### config.mk
export PLATFORM = sky130hd
export DESIGN_NAME = pcfu_div_cell
export DESIGN_NICKNAME = d
export VERILOG_FILES = /design/src/hw/rtl/particle_color_fade_unit_top_macros.svh /design/src/hw/rtl/pcfu_pkg.sv /design/src/hw/rtl/pcfu_div_cell.sv
export SDC_FILE = /design/constraint.sdc
export NUM_CORES = 1
export LEC_CHECK = 0
export BUFFER_PORTS_ARGS = -buffer_cell sky130_fd_sc_hd__buf_2
export CAP_MARGIN = 10
export CORE_MARGIN = 10
export CORE_UTILIZATION = 45
export DETAILED_ROUTE_END_ITERATION = 10
export PLACE_DENSITY = 0.85
export REMOVE_ABC_BUFFERS = 1
export SLEW_MARGIN = 0
export SYNTH_ARGS = -nofsm -noshare
export SYNTH_HDL_FRONTEND = slang
export SYNTH_SLANG_ARGS = --single-unit
export TNS_END_PERCENT = 10
### constraint.sdc
create_clock -name clk -period 6.4 [get_ports clk]
set_clock_uncertainty 0.15 [all_clocks]
set_input_delay 0.96 -clock clk [delete_from_list [all_inputs] [get_ports clk]]
set_output_delay 0.96 -clock clk [all_outputs]
set_load 0.02 [all_outputs]
### src/hw/rtl/particle_color_fade_unit_top_macros.svh
// Assertion macros shared by the particle color and fade unit.
`ifndef PARTICLE_COLOR_FADE_UNIT_TOP_MACROS_SVH
`define PARTICLE_COLOR_FADE_UNIT_TOP_MACROS_SVH
`ifndef SYNTH
// The property must hold at every rising clock edge outside reset.
`define PCFU_ASSERT(lbl, clk_s, rstn_s, prop) \
	lbl: assert property (@(posedge clk_s) disable iff (!rstn_s) prop) \
		else $error("pcfu assertion failed");
// The condition must never be true outside reset.
`define PCFU_ASSERT_NEVER(lbl, clk_s, rstn_s, cond) \
	lbl: assert property (@(posedge clk_s) disable iff (!rstn_s) !(cond)) \
		else $error("pcfu forbidden condition seen");
`else
`define PCFU_ASSERT(lbl, clk_s, rstn_s, prop)
`define PCFU_ASSERT_NEVER(lbl, clk_s, rstn_s, cond)
`endif
`endif

### src/hw/rtl/pcfu_pkg.sv
package pcfu_pkg;

	// Number of restoring division steps, one per cell.
	localparam int DIV_STEPS = 16;

	localparam logic [16:0] ONE_Q16 = 17'h10000;

	// Configuration register indexes.
	localparam logic [2:0] REG_COLOR_LOW   = 3'd0;
	localparam logic [2:0] REG_COLOR_HIGH  = 3'd1;
	localparam logic [2:0] REG_FUNC_ASSIGN = 3'd2;
	localparam logic [2:0] REG_PER_PART    = 3'd3;
	localparam logic [2:0] REG_RATE        = 3'd4;
	localparam logic [2:0] REG_EDGE_FADE   = 3'd5;

	// How the fade value of an item is formed at the end of the chain.
	typedef enum logic [1:0] {
		FADE_ZERO = 2'd0,
		FADE_ONE  = 2'd1,
		FADE_DIV  = 2'd2
	} fade_sel_t;

	typedef struct packed {
		logic [47:0]        color_low;
		logic [47:0]        color_high;
		logic               function_assigned;
		logic               per_particle_mode;
		logic signed [23:0] rate_of_change;
		logic [16:0]        edge_fade_fraction;
	} cfg_t;

	// Item as it travels along the divider chain.
	typedef struct packed {
		logic [15:0] red;
		logic [15:0] green;
		logic [15:0] blue;
		logic        written;
		fade_sel_t   fsel;
		logic [48:0] rem;
		logic [48:0] den;
		logic [15:0] quo;
	} cell_data_t;

endpackage

### src/hw/rtl/pcfu_div_cell.sv
module pcfu_div_cell (
	input  logic                 clk,
	input  logic                 arst_n,
	input  logic                 in_valid,
	input  pcfu_pkg::cell_data_t in_data,
	output logic                 in_ready,
	output logic                 out_valid,
	output pcfu_pkg::cell_data_t out_data,
	input  logic                 out_ready
);

	logic                 valid_q;
	pcfu_pkg::cell_data_t data_q;
	pcfu_pkg::cell_data_t nxt;
	logic [49:0]          r2;
	logic [49:0]          diff;
	logic                 ge;

	assign in_ready  = !valid_q || out_ready;
	assign out_valid = valid_q;
	assign out_data  = data_q;

	// One restoring division step: shift the remainder and try the divisor.
	assign r2   = {in_data.rem, 1'b0};
	assign diff = r2 - {1'b0, in_data.den};
	assign ge   = r2 >= {1'b0, in_data.den};

	always_comb begin
		nxt     = in_data;
		nxt.rem = ge ? diff[48:0] : r2[48:0];
		nxt.quo = {in_data.quo[14:0], ge};
	end

	always_ff @(posedge clk or negedge arst_n) begin
		if (!arst_n) begin
			valid_q <= 1'b0;
		end else if (in_ready) begin
			valid_q <= in_valid;
		end
	end

	always_ff @(posedge clk) begin
		if (in_ready && in_valid) begin
			data_q <= nxt;
		end
	end

endmodule

==> key figures, run 1 <==
Status
  – Status: complete, no violations

Final layout
  – Final std cells w/o fill: 1364
  – Area Growth Syn to Fin: 27.7%
  – Post-route cell area: 11200 um^2
  – Share of cells above drive strength 1: 36.6%
  – Register area: 4980 um^2
  – Area of the multi-input gates: 3370 um^2
  – Final Util: 57.9%
  – NumNets Final: 1303
  – Filler cell count: ~1600

Floorplanning
  – # IOs: 336
  – Placeable core area: 19300 um^2
  – Chip width: between 150 and 200 um
  – Num rows: about 50
  – Full die area: 25500 um^2
  – Starting Density: 45.4%
  – Die Y: 160 um

Routing
  – DR WL/cell: between 15 and 20 um
  – DRC: 0
  – Routed WL: 26.5 mm
  – Routed Antenna Nets: 0
  – 1st-iter DRT viols: 585
  – Vias per cell: 5.18
  – Via count: between 7000 and 8000
  – Drt first pass iters: 5

Place
  – Final Wtd Congestion: roughly 0.85
  – Port bufs: between 300 and 400
  – Pre-CTS WS: 2.27 ns
  – Post-DP HPWL: between 20 and 25 mm
  – Post-placement cell count: 1330
  – Placed inst area: 10600 um^2

Synthesis
  – Synthesized area: 8770 um^2
  – Syn_area_per_cell: between 10 and 15 um^2
  – Dominant synthesized flop cell: edfxtp_1
  – YS warnings: 0
  – Seq/Total Area, Yosys: 56.8%
  – Flops & latches, synth: 166
  – Synth async-reset ratio: less than 1%
  – EDFF count, synth: 165
  – Cell count after synthesis: 759
  – Netlist cell types: 69

Run
  – MaxCap Viol Count: 0

Critical path
  – Kind of critical path: input pin to flop
  – Crit path largest cell delay: approximately 0.63 ns
  – Worst endpoint data arrival time: 3.72 ns
  – Crit path cell chain: buf_2 -> inv_1 -> ha_1 -> nand4_1 -> or3_1 -> nand4b_1 -> o211ai_1 -> o21ai_1 -> o21ai_4 -> buf_4 -> mux2i_1 -> o311ai_1
  – Critical path peak fanout: 73
  – Req. time, crit path: 6.40 ns
  – Critical Path Slowest Stage Cell: buf_4
  – Critical path endpoint category: flop
  – Startpoint type of the worst setup path: input pin

STA
  – Worst-margin pin slew: 0.756 ns
  – Final Cycle Share: about three fifths
  – Fmax: 269 MHz
  – Fin. max-slew vios: 0
  – Relative slew slack: 49.6%
  – Hold_ws: about 0.15 ns
  – # setup viols final: 0
  – Final setup TNS: 0 ns
  – Shortest period the worst path allows: 3.72 ns
  – RSZ-0062 raised after global routing: false
  – Hold Vio Cnt, Final: 0
  – Fin worst setup slack: roughly 2.7 ns

Power
  – Power Density: 269 nW/um^2
  – P_leak: 4.92 nW
  – Worst VDD drop: 172 uV
  – Power, Total: between 3 and 4 mW

Global routing
  – Met3 Usage GRT: 5.30%
  – Met2 Use GR: between 30% and 40%
  – Maximum number of pins on one net before global-route repair: 74
  – Gr usage total: 19.8%
  – Global-route wire length before repair: 40.0 mm
  – GRT Residual Overflow: 0
  – Grt peak-use layer: met2
  – Vias in the first global route: 7139
  – GR met1 Demand/Resource: 22.5%
  – Initial antenna violation count: 4

CTS
  – # H-tree levels: 4
  – Clk pin slew, worst setup/hold paths: 0.07 ns
  – Clock tree buffer depth: 2
  – CTS root buf: clkbuf_16
  – CTS tree: yes
  – Clk_lat worst skew: 0.42 ns
  – Hold buffers post-CTS: 0
  – Cts repair resizes: 0
  – CTS sink cnt: around 170
  – Post-CTS Setup Bufs: 0
  – CTS buffer count: 17

Worst hold path
  – Hold WC Path Type: input pin to asynchronous set/reset pin
==> layer usage <==
metal,vias up,wire (um)
met3,28,1780
met1,3320,10500
met4,4,451
li1,3445,-
met2,271,13700
met5,-,32
==> placed cells by master (no fill, tap or decap), types with 4 or more instances in the layout <==
cell | synthesis | routed
buf_2 | 20 | 334
edfxtp_1 | 165 | 165
a21oi_1 | 83 | 83
nor2_1 | 67 | 67
inv_1 | 63 | 63
nand2_1 | 49 | 49
ha_1 | 49 | 49
xnor2_1 | 26 | 26
o21ai_0 | 25 | 25
nand4_1 | 24 | 24
a21o_1 | 18 | 18
xor2_1 | 17 | 17
clkbuf_16 | 0 | 17
o21ai_1 | 16 | 16
a21oi_2 | 11 | 11
nand2b_1 | 9 | 9
nand3_1 | 9 | 9
o21bai_1 | 9 | 9
nor3_1 | 8 | 8
o211ai_1 | 6 | 6
o21a_1 | 6 | 6
nor2b_1 | 5 | 5
inv_8 | 0 | 5
and3_1 | 4 | 4
a31oi_1 | 4 | 4
==> where the power goes <==
part | switching (mW) | internal, mW
logic | 0.435 | 0.244
registers | 0.0174 | 1.30
clock network | 0.490 | 0.523
total | 0.942 | 2.07
==> flip-flops by register name, summed over array words and instances (netlist names) <==
signal / cells
out_data: 165
out_valid: 1
==> worst max-delay path, delay by kind of cell <==
| kind | cells | cell delay, ns |
|---|---|---|
| compound gates | 4 | 0.45 |
| fa+ha+maj | 1 | 0.46 |
| buf+inv | 3 | 0.75 |
| mux | 1 | 0.25 |
| simple gates | 3 | 0.83 |
==> worst paths after layout <==
kind	startpoint	end	slack, ns	cells past startpoint
worst max-delay path	in_data[49]	out_data[110]	2.68	12
worst min-delay path	arst_n	out_valid	0.15	1
worst max register to register	out_valid	out_data[149]	3.98	3
worst min register to register	out_valid	out_valid	0.42	2
max in group asynchronous	arst_n	out_valid	5.86	1
min in group clk	out_valid	out_valid	0.42	2
==> synthesized netlist by cell type, drive strengths merged (2+ instances only) <==
| library cell | n | area share, % |
|---|---|---|
| o211ai | 8 | 0.80 |
| a21o | 18 | 1.5 |
| xor2 | 17 | 1.7 |
| and3 | 4 | 0.29 |
| o31ai | 4 | 0.40 |
| a21boi | 2 | 0.17 |
| buf | 28 | 2.1 |
| and2 | 3 | 0.21 |
| edfxtp | 165 | 56 |
| o21ai | 43 | 2.5 |
| a221oi | 2 | 0.27 |
| nor3 | 8 | 0.46 |
| nand3 | 9 | 0.51 |
| nand2b | 9 | 0.64 |
| nand2 | 50 | 2.2 |
| o21a | 6 | 0.51 |
| xnor2 | 26 | 2.6 |
| ha | 49 | 7.0 |
| inv | 64 | 2.7 |
| a21oi | 95 | 6.0 |
| nand4 | 25 | 1.9 |
| nor2b | 5 | 0.36 |
| clkbuf | 3 | 0.13 |
| nor4 | 4 | 0.53 |
| a31oi | 6 | 0.67 |
| or3 | 4 | 0.34 |
| nor2 | 67 | 2.9 |
| a211oi | 3 | 0.26 |
| o21bai | 9 | 0.77 |
==> logic make-up (layout without fill, tap and decap cells) <==
kind of cell    Yosys count  after routing  share of synthesized area (%)
fa+ha+maj                50             50                           7.22
mux                       1              1                          0.114
other cells               0              2                              0
buf+inv                  95            433                           4.95
flops                   166            166                           56.8
xor+xnor                 43             43                           4.29
simple gates            195            195                           11.1
compound gates          209            209                           15.6
==> area by class of cell <==
type / instances / share of cell area [%]
Timing Repair Buffer: 337 / 15.1
Sequential cell: 166 / 44.4
Clock inverter: 15 / 1.43
Clock buffer: 17 / 3.80
Tap cell: 265 / 2.96
Inverter: 64 / 2.14
Antenna cell: 2 / 0.0447
Multi-Input combinational cell: 498 / 30.1
Power figures use the tool's default switching activity.
==> run 2, diff against run 1 <==
--- a/config.mk
+++ b/config.mk
@@ -5,12 +5,13 @@
 export SDC_FILE = /design/constraint.sdc
 export NUM_CORES = 1
 export LEC_CHECK = 0
+export ABC_AREA = 1
 export BUFFER_PORTS_ARGS = -buffer_cell sky130_fd_sc_hd__buf_2
 export CAP_MARGIN = 10
 export CORE_MARGIN = 10
 export CORE_UTILIZATION = 45
 export DETAILED_ROUTE_END_ITERATION = 10
-export PLACE_DENSITY = 0.85
+export PLACE_DENSITY = 0.86
 export REMOVE_ABC_BUFFERS = 1
 export SLEW_MARGIN = 0
 export SYNTH_ARGS = -nofsm -noshare
==> constraint.sdc (replaced) <==
create_clock -name clk -period 3.1 [get_ports clk]
set_clock_uncertainty 0.15 [all_clocks]
set_input_delay 0.465 -clock clk [delete_from_list [all_inputs] [get_ports clk]]
set_output_delay 0.465 -clock clk [all_outputs]
set_load 0.02 [all_outputs]
==> run 2 against run 1 <==
  * Sequential power is 110% higher
  * Non-clock buffer count is 11 higher
  * Routed wire length is 34% higher
  * Setup slack worse by 2.0 ns
  * Largest power group unchanged
  * Register-to-register slack worse by 2.7 ns
==> key figures, run 2 <==
Synthesis
  – Syn_area_per_cell: 7.81 um^2 (-32%)
  – Cell count after synthesis: 1349 (+78%)
  – Largest family of logic cells by synthesized area: simple AND/OR/NAND/NOR gates
  – YS warnings: 0 (unchanged)
  – Synthesized area: 10500 um^2 (+20%)
  – EDFF count, synth: 165 (unchanged)
  – Synth Area in Compound Gates: 1.72% (-14 points)
  – Synth async-reset ratio: 0.602% (unchanged)
  – Mux share of post-synthesis cell area: 0% (-0.11 points)
  – Adder-cell share of the synthesized area: 6.01% (-1.2 points)
  – Xor/xnor share of the synthesized area: 2.08% (-2.2 points)
  – Simple-Gate Fraction of Synth Area: 30.7% (+20 points)
  – Synth area leaders: edfxtp_1 47%, nand2_1 19%, inv_1 10%
  – Most common cell in the synthesized netlist: nand2_1
  – Synth area leader: edfxtp_1
  – Seq/Total Area, Yosys: 47.2% (-9.5 points)
  – Flops & latches, synth: 166 (unchanged)
  – Dominant synthesized flop cell: edfxtp_1
  – Yosys top cell area share: 47.0% (-9.5 points)
  – Commonest cells in the netlist: 534 x nand2_1, 291 x inv_1, 165 x edfxtp_1
  – Netlist cell types: 33 (-52%)

Critical path
  – Reg2reg end: out_data[110]
  – Critical path peak fanout: 29 (-60%)
  – Critical path endpoint category: flop
  – Startpoint type of the worst setup path: input pin
  – Reg-to-Reg Start: out_valid
  – Reg2reg setup slack: 1.29 ns (-2.69 ns)
  – Worst r2r path cells: 2 (-1)
  – Worst endpoint data arrival time: 2.46 ns (-1.26 ns)
  – Kind of critical path: input pin to flop
  – Req. time, crit path: 3.13 ns (-3.27 ns)

STA
  – RSZ-0062 raised after global routing: false
  – Final Cycle Share: between 70% and 80%
  – Final setup TNS: 0 ns (unchanged)
  – Hold_ws: 0.0413 ns (-0.109 ns)
  – Fmax: 411 MHz
  – Relative slew slack: 52.4% (+2.7 points)
  – Fin. max-slew vios: 0 (unchanged)
  – Shortest period the worst path allows: 2.43 ns
  – Worst-margin pin slew: 0.715 ns (-0.0410 ns)
  – # setup viols final: 0 (unchanged)
  – Hold Vio Cnt, Final: 0 (unchanged)

Worst hold path
  – Endpoint, Worst Hold: out_data[149]
  – Worst Hold Launch: in_data[149]
  – Hold Path Stages: 1
  – Hold WC Path Type: input pin to flop

CTS
  – Clk_lat worst skew: 0.44 ns (+0.02 ns)
  – Clk pin slew, worst setup/hold paths: 0.08 ns (about the same)
  – CTS sink cnt: 166 (unchanged)
  – CTS tree: yes
  – CTS root buf: clkbuf_16
  – Cts repair resizes: 0 (unchanged)
  – Clock tree buffer depth: 2 (unchanged)
  – CTS buffer count: 17 (unchanged)
  – Post-CTS Setup Bufs: 0 (unchanged)
  – # H-tree levels: 4 (unchanged)

Global routing
  – Global-route wire length before repair: 54.3 mm (+36%)
  – GRT Residual Overflow: 0 (unchanged)
  – Vias in the first global route: 9348 (+31%)
  – Gr usage total: 23.2% (+3.4 points)
  – Initial antenna violation count: 0 (-4)
  – Maximum number of pins on one net before global-route repair: 93 (+26%)

Place
  – Placed inst area: 12600 um^2 (+18%)
  – Final Wtd Congestion: 0.913 (+7.8%)
  – Post-DP HPWL: 29.4 mm (+39%)
  – Port bufs: 334 (unchanged)

Routing
  – Via count: 9687 (+37%)
  – DR WL/cell: 17.6 um (-9.3%)
  – Routed Antenna Nets: 0 (unchanged)
  – Routed WL: 35.6 mm (+34%)
  – Vias per cell: 4.79 (-7.5%)
  – Drt first pass iters: 6 (+1)
  – 1st-iter DRT viols: 705 (+21%)
  – DRC: 0 (unchanged)

Power
  – Power, Total: 6.43 mW (+110%)
  – Power Density: 490 nW/um^2 (+82%)
  – P_leak: 7.12 nW (+45%)
  – Worst VDD drop: 289 uV (+68%)

Status
  – Status: complete, no violations

Final layout
  – Area Growth Syn to Fin: 24.7%
  – Antenna diode count: 0 (-2)
  – Filler cell count: 2162 (+31%)
  – Commonest non-fill, non-tap cell in the layout: nand2_1
  – Area of the multi-input gates: 4280 um^2 (+27%)
  – Max FFs per register: 165 (unchanged)
  – NumNets Final: 1914 (+47%)
  – Final Util: 57.5% (-0.44 points)
  – Commonest non-fill, non-tap cells in the layout: 534 x nand2_1, 334 x buf_2, 291 x inv_1
  – Share of cells above drive strength 1: 24.3% (-12 points)
  – Register area: 4980 um^2 (unchanged)
  – Post-route cell area: 13100 um^2 (+17%)

Floorplanning
  – Chip width: 173 um (+8.4%)
  – Die Y: 173 um (+8.4%)
  – Placeable core area: 22800 um^2 (+18%)
  – # IOs: 336 (unchanged)
  – Starting Density: 46.1% (+0.76 points)
  – Num rows: 55 (+7.8%)
  – Full die area: 29900 um^2 (+18%)

Run
  – MaxCap Viol Count: 0 (unchanged)
-- run 2: cell count changes after synthesis, sizes merged, moves of 7 or more --
cell / before / now
o21ai: 43 / 0
a21o: 18 / 0
nand3: 9 / 47
buf: 28 / 19
nand4: 25 / 60
xor2: 17 / 24
a21oi: 95 / 28
nand2b: 9 / 0
o211ai: 8 / 0
xnor2: 26 / 1
nor2: 67 / 95
inv: 64 / 294
nand2: 50 / 543
-- run 2: area by class of cell --
class	count	area share, %
repair buffers	348	13.8
inverters	294	8.40
clock buffers	18	3.27
well taps	313	2.98
multi-input cells	868	32.6
flip-flops and latches	166	37.9
clock inverters	14	1.07
-- run 2: cells by family (layout without fill, tap and decap cells) --
family,count (synthesis),in the layout
XOR/XNOR,25,25
AND/OR/NAND/NOR,761,761
adder cells (fa/ha/maj),50,50
flip-flops,166,166
AO/OA/AOI/OAI,32,32
buffers and inverters,315,674
-- run 2: power by group --
| group | total (mW) | switching [mW] | leakage [nW] | internal [mW] |
|---|---|---|---|---|
| Combinational | 1.59 | 1.07 | 5.26 | 0.514 |
| Clock | 2.13 | 1.06 | 0.271 | 1.07 |
| Sequential | 2.71 | 0.0348 | 1.59 | 2.68 |
-- run 2: repair_timing --
action                     CTS  global route
setup endpoints to repair    0             0
hold buffers                 1             0
hold endpoints to repair     1             0
-- run 2: metrics by stage --
step,std cells,setup slack [ns]
final,2021,0.667
after global routing,2021,0.511
after CTS,2021,0.743
after global placement,1988,0.331
after detailed placement,1988,0.296
after floorplan,1328,-6.24
-- run 2: metal layers --
| layer | up-vias | routed length (um) | track usage (%) |
|---|---|---|---|
| met5 | - | 0 | 0 |
| met4 | 0 | 361 | 4.31 |
| met3 | 21 | 2330 | 4.97 |
| met2 | 352 | 17600 | 40.8 |
| met1 | 4415 | 15200 | 28.7 |
| li1 | 4899 | - | - |
-- run 2: critical path, stage by stage --
cell and delay, ns:
buf_2 0.09, inv_1 0.04, ha_1 0.36, nand2_1 0.16, nor2_2 0.18, nand2_1 0.16, nor2_2 0.29, nand4_4 0.17
buf_4 0.28, nand4_1 0.16, nand2_1 0.08
-- run 2: worst max path at each step --
stage	from	to	slack (ns)	cells past startpoint
global placement	in_data[47]	out_data[105]	0.33	11
global route	in_data[47]	out_data[92]	0.51	11
finish	in_data[47]	out_data[92]	0.67	11
CTS	in_data[47]	out_data[92]	0.74	11
detailed placement	in_data[47]	out_data[105]	0.30	11
floorplan	out_valid	out_data[0]	-6.24	1
==> run 3, diff against run 2 <==
--- a/config.mk
+++ b/config.mk
@@ -11,7 +11,7 @@
 export CORE_MARGIN = 10
 export CORE_UTILIZATION = 45
 export DETAILED_ROUTE_END_ITERATION = 10
-export PLACE_DENSITY = 0.86
+export PLACE_DENSITY = 0.83
 export REMOVE_ABC_BUFFERS = 1
 export SLEW_MARGIN = 0
 export SYNTH_ARGS = -nofsm -noshare
==> constraint.sdc (replaced) <==
create_clock -name clk -period 2.4 [get_ports clk]
set_clock_uncertainty 0.15 [all_clocks]
set_input_delay 0.36 -clock clk [delete_from_list [all_inputs] [get_ports clk]]
set_output_delay 0.36 -clock clk [all_outputs]
set_load 0.02 [all_outputs]
==> run 3 against run 2 <==
  * Clock power grew 31%
  * Register-to-register slack lost 0.62 ns
  * Global-route usage increased by 4.8 points
  * Design area grew 17%
  * Worst hold slack got worse by 0.031 ns
  * Setup slack worse by 0.49 ns
  * Sequential power is 30% higher
  * Critical endpoint is now out_data[102]
==> key figures, run 3 (synthesis results as in run 2) <==
Status
  – Status: complete, no violations

Critical path
  – Reg2reg end: out_data[102]
  – Critical path peak fanout: 30 (+3.4%)
  – Worst endpoint data arrival time: 2.27 ns (-0.19 ns)
  – Critical Path Source: in_data[49]
  – Reg-to-Reg Start: out_valid
  – End of the critical path: out_data[102]
  – Crit path largest cell delay: 0.32 ns (-0.04 ns)
  – Worst r2r path cells: 2 (unchanged)
  – Critical Path Slowest Stage Cell: ha_1
  – Crit-path most repeated cell: nand2_1
  – Reg2reg setup slack: 0.67 ns (-0.62 ns)
  – Startpoint type of the worst setup path: input pin
  – Crit path cell chain: buf_2 -> inv_1 -> ha_1 -> nand2_1 -> nor2_1 -> buf_4 -> nand2_1 -> inv_1 -> nand2_1 -> nand2_1 -> a21oi_4 -> nand3_4 -> buf_12 -> nand2_1 -> nand2_1
  – Critical path endpoint category: flop
  – Kind of critical path: input pin to flop
  – Req. time, crit path: 2.45 ns (-0.68 ns)

Floorplanning
  – Full die area: 29900 um^2 (unchanged)
  – Num rows: 55 (unchanged)
  – Die Y: 173 um (unchanged)
  – Starting Density: 46.1% (unchanged)
  – # IOs: 336 (unchanged)
  – Chip width: 173 um (unchanged)
  – Placeable core area: 22800 um^2 (unchanged)

Routing
  – 1st-iter DRT viols: 929 (+32%)
  – Routed Antenna Nets: 0 (unchanged)
  – Routed WL: 42.9 mm (+21%)
  – Via count: 11000 (+14%)
  – DR WL/cell: 18.9 um (+7.1%)
  – Vias per cell: 4.85 (+1.3%)
  – DRC: 0 (unchanged)
  – Drt first pass iters: 6 (unchanged)

Final layout
  – Share of cells above drive strength 1: 28.4% (+4.1 points)
  – Area Growth Syn to Fin: 46.4%
  – NumNets Final: 2167 (+13%)
  – Commonest non-fill, non-tap cell in the layout: nand2_1
  – Commonest non-fill, non-tap cells in the layout: 534 x nand2_1, 334 x buf_2, 291 x inv_1
  – Final std cells w/o fill: 2275 (+13%)
  – Max FFs per register: 165 (unchanged)

Place
  – Port bufs: 334 (unchanged)
  – Final Wtd Congestion: 0.932 (+2.1%)
  – Post-placement cell count: 2130 (+7.1%)
  – Post-DP HPWL: 32.0 mm (+9.0%)

CTS
  – Clock tree buffer depth: 2 (unchanged)
  – CTS buffer count: 17 (unchanged)
  – CTS sink cnt: 166 (unchanged)
  – Clk pin slew, worst setup/hold paths: 0.07 ns (about the same)
  – # H-tree levels: 4 (unchanged)
  – CTS root buf: clkbuf_16
  – Clk_lat worst skew: 0.45 ns (about the same)
  – CTS tree: yes

Worst hold path
  – Hold Path Stages: 1 (unchanged)
  – Hold WC Path Type: input pin to flop

Power
  – P_leak: 8.31 nW (+17%)
  – Worst VDD drop: 434 uV (+50%)
  – Power Density: 576 nW/um^2 (+18%)

STA
  – Relative slew slack: 62.4% (+10 points)
  – Final setup TNS: 0 ns (unchanged)
  – Shortest period the worst path allows: approximately 2.2 ns
  – Fin. max-slew vios: 0 (unchanged)
  – # setup viols final: 0 (unchanged)
  – Hold Vio Cnt, Final: 0 (unchanged)
  – Final Cycle Share: 92.6%
  – Worst-margin pin slew: 0.564 ns (-0.150 ns)
  – RSZ-0062 raised after global routing: false
  – Fmax: roughly 450 MHz

Global routing
  – Gr usage total: 27.9% (+4.8 points)
  – Maximum number of pins on one net before global-route repair: 100 (+7.5%)
  – GRT Residual Overflow: 0 (unchanged)
  – Vias in the first global route: 11200 (+20%)
  – Initial antenna violation count: 3 (+3)
  – Global-route wire length before repair: 65.3 mm (+20%)

Run
  – MaxCap Viol Count: 0 (unchanged)
run 3: changes by cell type in the layout (fill, tap and decap cells not counted):
cell	before	now
clkinvlp_4	3	2
clkinv_8	2	3
clkinv_4	1	0
diode_2	0	1
dlygate4sd3_1	1	112
buf_12	3	11
clkinv_2	1	0
buf_4	10	144
inv_6	3	5
run 3: area by class of cell:
class                      count  area [um^2]
antenna                        1         2.50
timing repair buffer         601         4090
multi-input combinational    868         4280
tap                          313          392
sequential                   166         4980
clock buffer                  18          429
fill                        1851         7420
clock inverter                14          153
inverter                     294         1100
run 3: timing repair:
action / 4_1_cts / 5_1_grt
hold buffers: 112 / 0
buffers inserted: 0 / 0
hold endpoints to repair: 112 / 0
resized for setup: 0 / 0
run 3: power breakdown:
group | internal [mW] | total (mW) | switching (mW)
Sequential | 3.46 | 3.52 | 0.0633
Clock | 1.40 | 2.80 | 1.40
Combinational | 1.03 | 2.56 | 1.53
run 3: worst min-delay path by stage:
stage | start | end
after floorplan | arst_n | out_valid
after global placement | arst_n | out_valid
after detailed placement | arst_n | out_valid
after CTS | in_data[17] | out_data[17]
after global routing | in_data[17] | out_data[17]
final | in_data[17] | out_data[17]
run 3: metrics by stage:
| step | total power [mW] | setup WS [ns] | util [%] | cell area, um^2 | hold slack (ns) |
|---|---|---|---|---|---|
| 2_1_floorplan | 4.91 | -6.94 | - | 10300 | -0.0856 |
| 3_3_place_gp | 5.90 | -0.244 | 60.1 | 13700 | -0.0150 |
| 3_5_place_dp | 5.95 | -0.256 | 60.1 | 13700 | -0.0117 |
| 4_1_cts | 8.83 | 0.219 | 67.5 | 15400 | 0.00727 |
| 5_1_grt | 9.26 | 0.0137 | 67.5 | 15400 | 0.0197 |
| 6_report | 8.89 | 0.176 | 67.5 | 15400 | 0.0102 |
run 3: worst max-delay path: cells and delay by family:
family / cells / cell delay (ns)
AND/OR/NAND/NOR: 8 / 0.83
buffers and inverters: 5 / 0.52
adder cells (fa/ha/maj): 1 / 0.32
AO/OA/AOI/OAI: 1 / 0.21
run 3: metal layers:
metal | up-vias | GRT usage [%] | part of all wire [%]
met2 | 479 | 50.4 | 51
li1 | 5403 | - | -
met5 | - | 0 | 0.077
met4 | 4 | 7.83 | 2.3
met1 | 5102 | 32.7 | 40
met3 | 57 | 5.84 | 6.9
